`src/rtl/assert_macros.svh`:
```
// Assertion macros shared by the column cosine correlation RTL.
`ifndef ASSERT_MACROS_SVH
`define ASSERT_MACROS_SVH
`ifndef SYNTHESIS
`define CCC_ASSERT(lbl, clk, rst_n, prop) \
  lbl: assert property (@(posedge clk) disable iff (!rst_n) (prop)) \
    else $error("column cosine correlation assertion failed");
`define CCC_ASSERT_NEVER(lbl, clk, rst_n, cond) \
  `CCC_ASSERT(lbl, clk, rst_n, !(cond))
`else
`define CCC_ASSERT(lbl, clk, rst_n, prop)
`define CCC_ASSERT_NEVER(lbl, clk, rst_n, cond)
`endif
`endif

```
`src/rtl/ccc_pkg.sv`:
```
// Types and constants of the column cosine correlation block.
`default_nettype none
package ccc_pkg;
  localparam int VALUE_W = 16;
  localparam int SUM_W   = 48;
  localparam int PROD_W  = 96;
  localparam int CMP_W   = 130;
  localparam int HALF_W  = 24;
  localparam int CORR_W  = 16;
  localparam int OBS_W   = 17;
  localparam int IDX_W   = 3;
  localparam int CFG_W   = 4;
  localparam int IN_W    = 16;
  localparam int OUT_W   = 40;
  localparam logic [CORR_W-1:0] ONE_Q15 = 16'h8000;
  localparam logic [CFG_W-1:0]  CFG_RESET = 4'd8;

  typedef enum logic [3:0] {
    ST_IDLE,
    ST_ACC_RD,
    ST_ACC_WR,
    ST_ROW_END,
    ST_RD12,
    ST_RD11,
    ST_RD22,
    ST_CAP22,
    ST_EVAL,
    ST_COS_WAIT,
    ST_OUT
  } top_state_e;

  typedef enum logic [3:0] {
    CS_IDLE,
    CS_MUL_P,
    CS_MUL_S,
    CS_T0,
    CS_T1,
    CS_T2,
    CS_T3,
    CS_T4,
    CS_T5,
    CS_DONE
  } cos_state_e;
endpackage
`default_nettype wire

```
`src/rtl/ccc_sum_ram.sv`:
```
// Pair sum memory with per-entry valid bits that reads as zero when not valid.
`default_nettype none
module ccc_sum_ram #(
  parameter int DEPTH = 36,
  parameter int AW = 6
) (
  input  wire logic                       clk_i,
  input  wire logic                       rst_ni,
  input  wire logic                       clear_i,
  input  wire logic                       we_i,
  input  wire logic [AW-1:0]              waddr_i,
  input  wire logic [ccc_pkg::SUM_W-1:0]  wdata_i,
  input  wire logic [AW-1:0]              raddr_i,
  output logic      [ccc_pkg::SUM_W-1:0]  rdata_o
);
  logic [ccc_pkg::SUM_W-1:0] mem [DEPTH];
  logic [DEPTH-1:0]          valid_q;
  logic [ccc_pkg::SUM_W-1:0] data_q;
  logic                      vld_q;

  always_ff @(posedge clk_i) begin
    if (we_i) begin
      mem[waddr_i] <= wdata_i;
    end
    data_q <= mem[raddr_i];
  end

  always_ff @(posedge clk_i or negedge rst_ni) begin
    if (!rst_ni) begin
      valid_q <= '0;
      vld_q   <= 1'b0;
    end else begin
      vld_q <= valid_q[raddr_i];
      if (clear_i) begin
        valid_q <= '0;
      end else if (we_i) begin
        valid_q[waddr_i] <= 1'b1;
      end
    end
  end

  assign rdata_o = vld_q ? data_q : '0;
endmodule
`default_nettype wire

```
`config.mk`:
```
export PLATFORM = sky130hd
export DESIGN_NAME = ccc_sum_ram
export DESIGN_NICKNAME = d
export VERILOG_FILES = /design/src/rtl/assert_macros.svh /design/src/rtl/ccc_pkg.sv /design/src/rtl/ccc_sum_ram.sv
export SDC_FILE = /design/constraint.sdc
export NUM_CORES = 2
export LEC_CHECK = 0
export ABC_AREA = 1
export BUFFER_PORTS_ARGS = -buffer_cell sky130_fd_sc_hd__buf_2
export CAP_MARGIN = 20
export CORE_AREA = 2 2 413 415
export DETAILED_ROUTE_END_ITERATION = 12
export DIE_AREA = 0 0 415 417
export GPL_ROUTABILITY_DRIVEN = 0
export SLEW_MARGIN = 20
export SYNTH_ARGS = -nofsm -noshare
export SYNTH_HDL_FRONTEND = slang
export SYNTH_SLANG_ARGS = --single-unit
```
`constraint.sdc`:
```
create_clock -name clk_i -period 3.17 [get_ports clk_i]
set_clock_uncertainty 0.05 [all_clocks]
set_input_delay 0.1585 -clock clk_i [delete_from_list [all_inputs] [get_ports clk_i]]
set_output_delay 0.1585 -clock clk_i [all_outputs]
set_load 0.02 [all_outputs]
```
* After elaboration in Yosys (flattened, before gate mapping)
Memory sizes are Yosys's and may differ from the RTL's. A register that Yosys moved wholly into a read port is not among the register bits.
Cells that the tools add are included.
** Cells by class
- Bitwise gates (word level) :: 1
- Order comparisons :: 3
- Mux-type cells :: 9
- Reduce and logical (&&, ||, !) cells :: 2
** Operator list (number)
- 2-to-1 mux 36 bit :: 2
- 2-to-1 mux 48 bit :: 1
- OR 36 bit :: 1
- < comparator 6 x 7 -> 1 bit (second input constant) :: 2
- binary-select mux 1 bit (select 6 bit) :: 1
- demux 1 bit (select 6 bit) :: 1
- greater-or-equal comparator 6 x 1 -> 1 bit (second input constant) :: 1
- 2-to-1 mux 1 bit :: 4
- nonzero test 2 bit :: 1
- logical AND 1 bit :: 1
** Word-level totals
- Register bits after elaboration :: 37
- RAM bits :: 1728
- Logic and storage cells :: 18
- Memories kept :: 1
- Input bits :: 64
** Memories
- mem :: depth 36, bits a word 48, rd ports 1, clocked after Yosys merged registers in 1, wr ports 1, line ccc_sum_ram.sv:16 : logic [ccc_pkg::SUM_W-1:0] mem [DEPTH];

* Depth between registers and ports, before layout
- Depth after elaboration :: 7
- Depth in mapped cells :: 14
- Mapped depth without buffers :: 10

* Least setup slack after synthesis
Ideal clock, no wire load.
- Path kind :: input -> register
- From :: in we_i
- To :: mem mem[0][0] (netlist name) (enable)
- Data arrival time :: 2.601 ns
- Path slack :: 0.064 ns
- Buffers on the path :: 0
- Required time :: 2.665 ns
- Stages on the path :: 6
- Path through :: inv_1 nor2_1 inv_1 nor2_1 inv_1 nor2_1
** Between the ends
- Word-level cells in the longest chain between the ends :: 2
** Ends and longest elaborated chain
- from (decl) :: line ccc_sum_ram.sv:10 : input wire logic we_i,
- 2-to-1 mux 1 bit :: line ccc_sum_ram.sv:22 : if (we_i) begin
- 2-to-1 mux 1 bit (implied by the code) :: line ccc_sum_ram.sv:23 : mem[waddr_i] <= wdata_i;
- to (decl) :: line ccc_sum_ram.sv:16
Every way passes these cells.

* Worst setup path in the final report
- From :: reg vld_q
- To :: out rdata_o[19] (netlist name)
** Between the ends
- Word-level cells in the longest chain between the ends :: 1
** Ends and longest elaborated chain
- from (decl) :: line ccc_sum_ram.sv:19 : logic vld_q;
- from (signal assigned) :: line ccc_sum_ram.sv:33 : vld_q <= valid_q[raddr_i];
- 2-to-1 mux 48 bit :: line ccc_sum_ram.sv:42 : assign rdata_o = vld_q ? data_q : '0;
- to (decl) :: line ccc_sum_ram.sv:14 : output logic [ccc_pkg::SUM_W-1:0] rdata_o
Every way passes these cells.

==> metrics <==
r2r endpoint=data_q[28]; dpl hpwl=110000 um; share of Yosys cell area claimed by the top area cell type=0.688; post-layout minimum cycle time=2660 ps; H-tree depth=4; drt drc=0; Final Max Slew Viols=0; total iterations of the first detailed-routing run=6; syn avg cell area=10.9 sq um; fmax=376 MHz; Core Util, Final=0.506; CP max stage delay=940 ps; Max-cap violations=0; clock-pin slew on the worst setup and hold paths=60 ps; GRT busiest layer=met2; Post-synth top flop=edfxtp_1; GR Util All Layers=0.250; via count=50.2k; share of layout cells above drive strength 1=0.0758; Die Y=417 um; Die Wd=415 um; post-CTS sizing=0; grt ovf=0; Area growth, synth to finish=13.2%; RSZ-0062 raised after global routing=false; initial antenna violation count=8; post-synthesis cell count=6888; CTS sink cnt=1813; largest fanout on the critical path=36; vias in the first global route=48.5k; DP Cell Count=8981; core area=169000 sq um; status=complete, no violations; initial DRC count=5684; LEAKAGE=33.8 nW; DRT Wirelength=218000 um; Die ar.=173000 sq um; Setup Viol. Count Final=0; Yosys top cell by area=edfxtp_1; reg-to-reg critical path startpoint=mem[3][28]; GR Util met2=0.424; largest net degree at the start of global routing=144; Hold Buf Count CTS=72; detailed-route vias per instance=5.34; top post-synthesis cells by area=edfxtp_1, nand2_1, nand3_1, inv_1, nor2_1; Final Hold Vio Count=0; Port Buf Inserts=111; Setup crit start=vld_q; GR Layer Usage met1=0.335; critical path data arrival time=2450 ps; Cells on Worst Hold Path=6; hold_sp=raddr_i[0]; Syn. warnings=0; Sequential Area=53800 sq um; path depth of the worst reg2reg path=9; fin nets=7084; CTS tree=yes; power per cell area=596 nW/um^2; cell family with most CP delay=flip-flops; crit share post-route=0.839; Top Ports=112; Slew HR=0.299; most common library cells after synthesis=nand2_1, edfxtp_1, nand3_1, inv_1, nor2_1; Setup Fix Bufs, Post-CTS=0; r2r setup slk=1320 ps; num rows=151; Worst setup SP type=register; cells along the critical path=nand2_1, inv_1, buf_2; actual slew at the worst max-slew pin=1050 ps; WP data required=2960 ps; worst skew pair latency=830 ps; Post-synth EDFFs=1728; Overall Power=50.9 mW; Max VDD drop=0.000460 V; fill cell instance count of the final layout=14.7k; global-route wire length before repair=321000 um; distinct cell type count after synthesis=25; Final Non-Filler Cells=9394; register area share after synthesis=0.713; Final ANT Viol Nets=0; critical path class=register to primary output; flops & latches, synth=1813; HP Class=primary input to register; setup TNS=0 ps; Synth Net Count=6952; Global Route met3 Usage=0.0330; Critical Path End Type=primary output; Worst Hold Margin=173 ps; area of the multi-input gates=16600 sq um; most frequent cell after synthesis=nand2_1; Netlist Area Pre-Place=75400 sq um; initial core utilization=0.447; Critical path buffers and inverters=2; Critical Path Slowest Stage Cell=dfrtp_4; number of CTS-inserted buffers=183; root buffer cell=clkbuf_16; FFs w/ async S/R, synth=0.0204; routed len/inst=23.2 um; WHS Endpoint=data_q[30]; Longest Clk Path Bufs=3
-- through the flow --
step	setup slack (ps)	instance area, sq um
after global routing	423	85300
after CTS	436	85300
after detailed placement	778	78700
final	512	85300
after global placement	739	78700
after floorplan	63.9	75400
-- registers in the layout, indices dropped and copies added (netlist names) --
register  flops
data_q       48
vld_q         1
valid_q      36
mem        1728
-- cells in the final DEF, fill, tap and decap left out, types with 4 or more instances in the layout --
master,n
buf_4,64
clkinv_8,4
nor2_4,29
clkinv_2,26
dlygate4sd3_1,71
nand3_1,934
dfrtp_1,36
a21oi_1,106
buf_12,79
nand2_1,2203
inv_1,760
clkinv_1,12
bufinv_16,11
clkbuf_16,185
clkbuf_1,81
o21ai_1,20
dfxtp_1,48
nor3_1,10
o21ai_0,139
buf_2,105
edfxtp_1,1728
nor2_1,433
inv_6,6
o22ai_1,49
clkbuf_8,18
-- metal layers --
metal,vias to the layer above,part of all wire
met5,-,0.00047
met4,10,0.031
met3,384,0.069
met2,1942,0.49
met1,24800,0.41
li1,23100,-
-- power by group --
group	switching [mW]	internal, mW
combinational	2.20	0.793
sequential	0.120	26.5
clock	9.12	12.2
-- cell type report --
cell class,count,area share
Multi-Input combinational cell,3925,0.195
Clock buffer,284,0.0607
Antenna cell,1,0.0000293
Inverter,774,0.0346
Tap cell,2218,0.0325
Clock inverter,56,0.00808
Timing Repair Buffer,323,0.0393
Sequential cell,1813,0.630
-- worst max path at each step --
stage | to | slack, ps | cells past startpoint
2_1_floorplan | mem[0][0] | 60 | 6
3_3_place_gp | data_q[45] | 740 | 11
3_5_place_dp | data_q[45] | 780 | 11
4_1_cts | rdata_o[35] | 440 | 3
5_1_grt | rdata_o[35] | 420 | 3
6_report | rdata_o[19] | 510 | 3
-- tightest hold or removal path, delay by kind of cell --
family	cells	cell delay, ps
AO/OA/AOI/OAI	1	100
buffers and inverters	2	470
AND/OR/NAND/NOR	3	240
-- logic make-up after synthesis --
| family | count (synthesis) | share of synthesized area |
|---|---|---|
| flops | 1813 | 0.713 |
| simple gates | 3611 | 0.196 |
| buf+inv | 1150 | 0.0690 |
| compound gates | 314 | 0.0217 |
(Power assumes the default switching activity.)
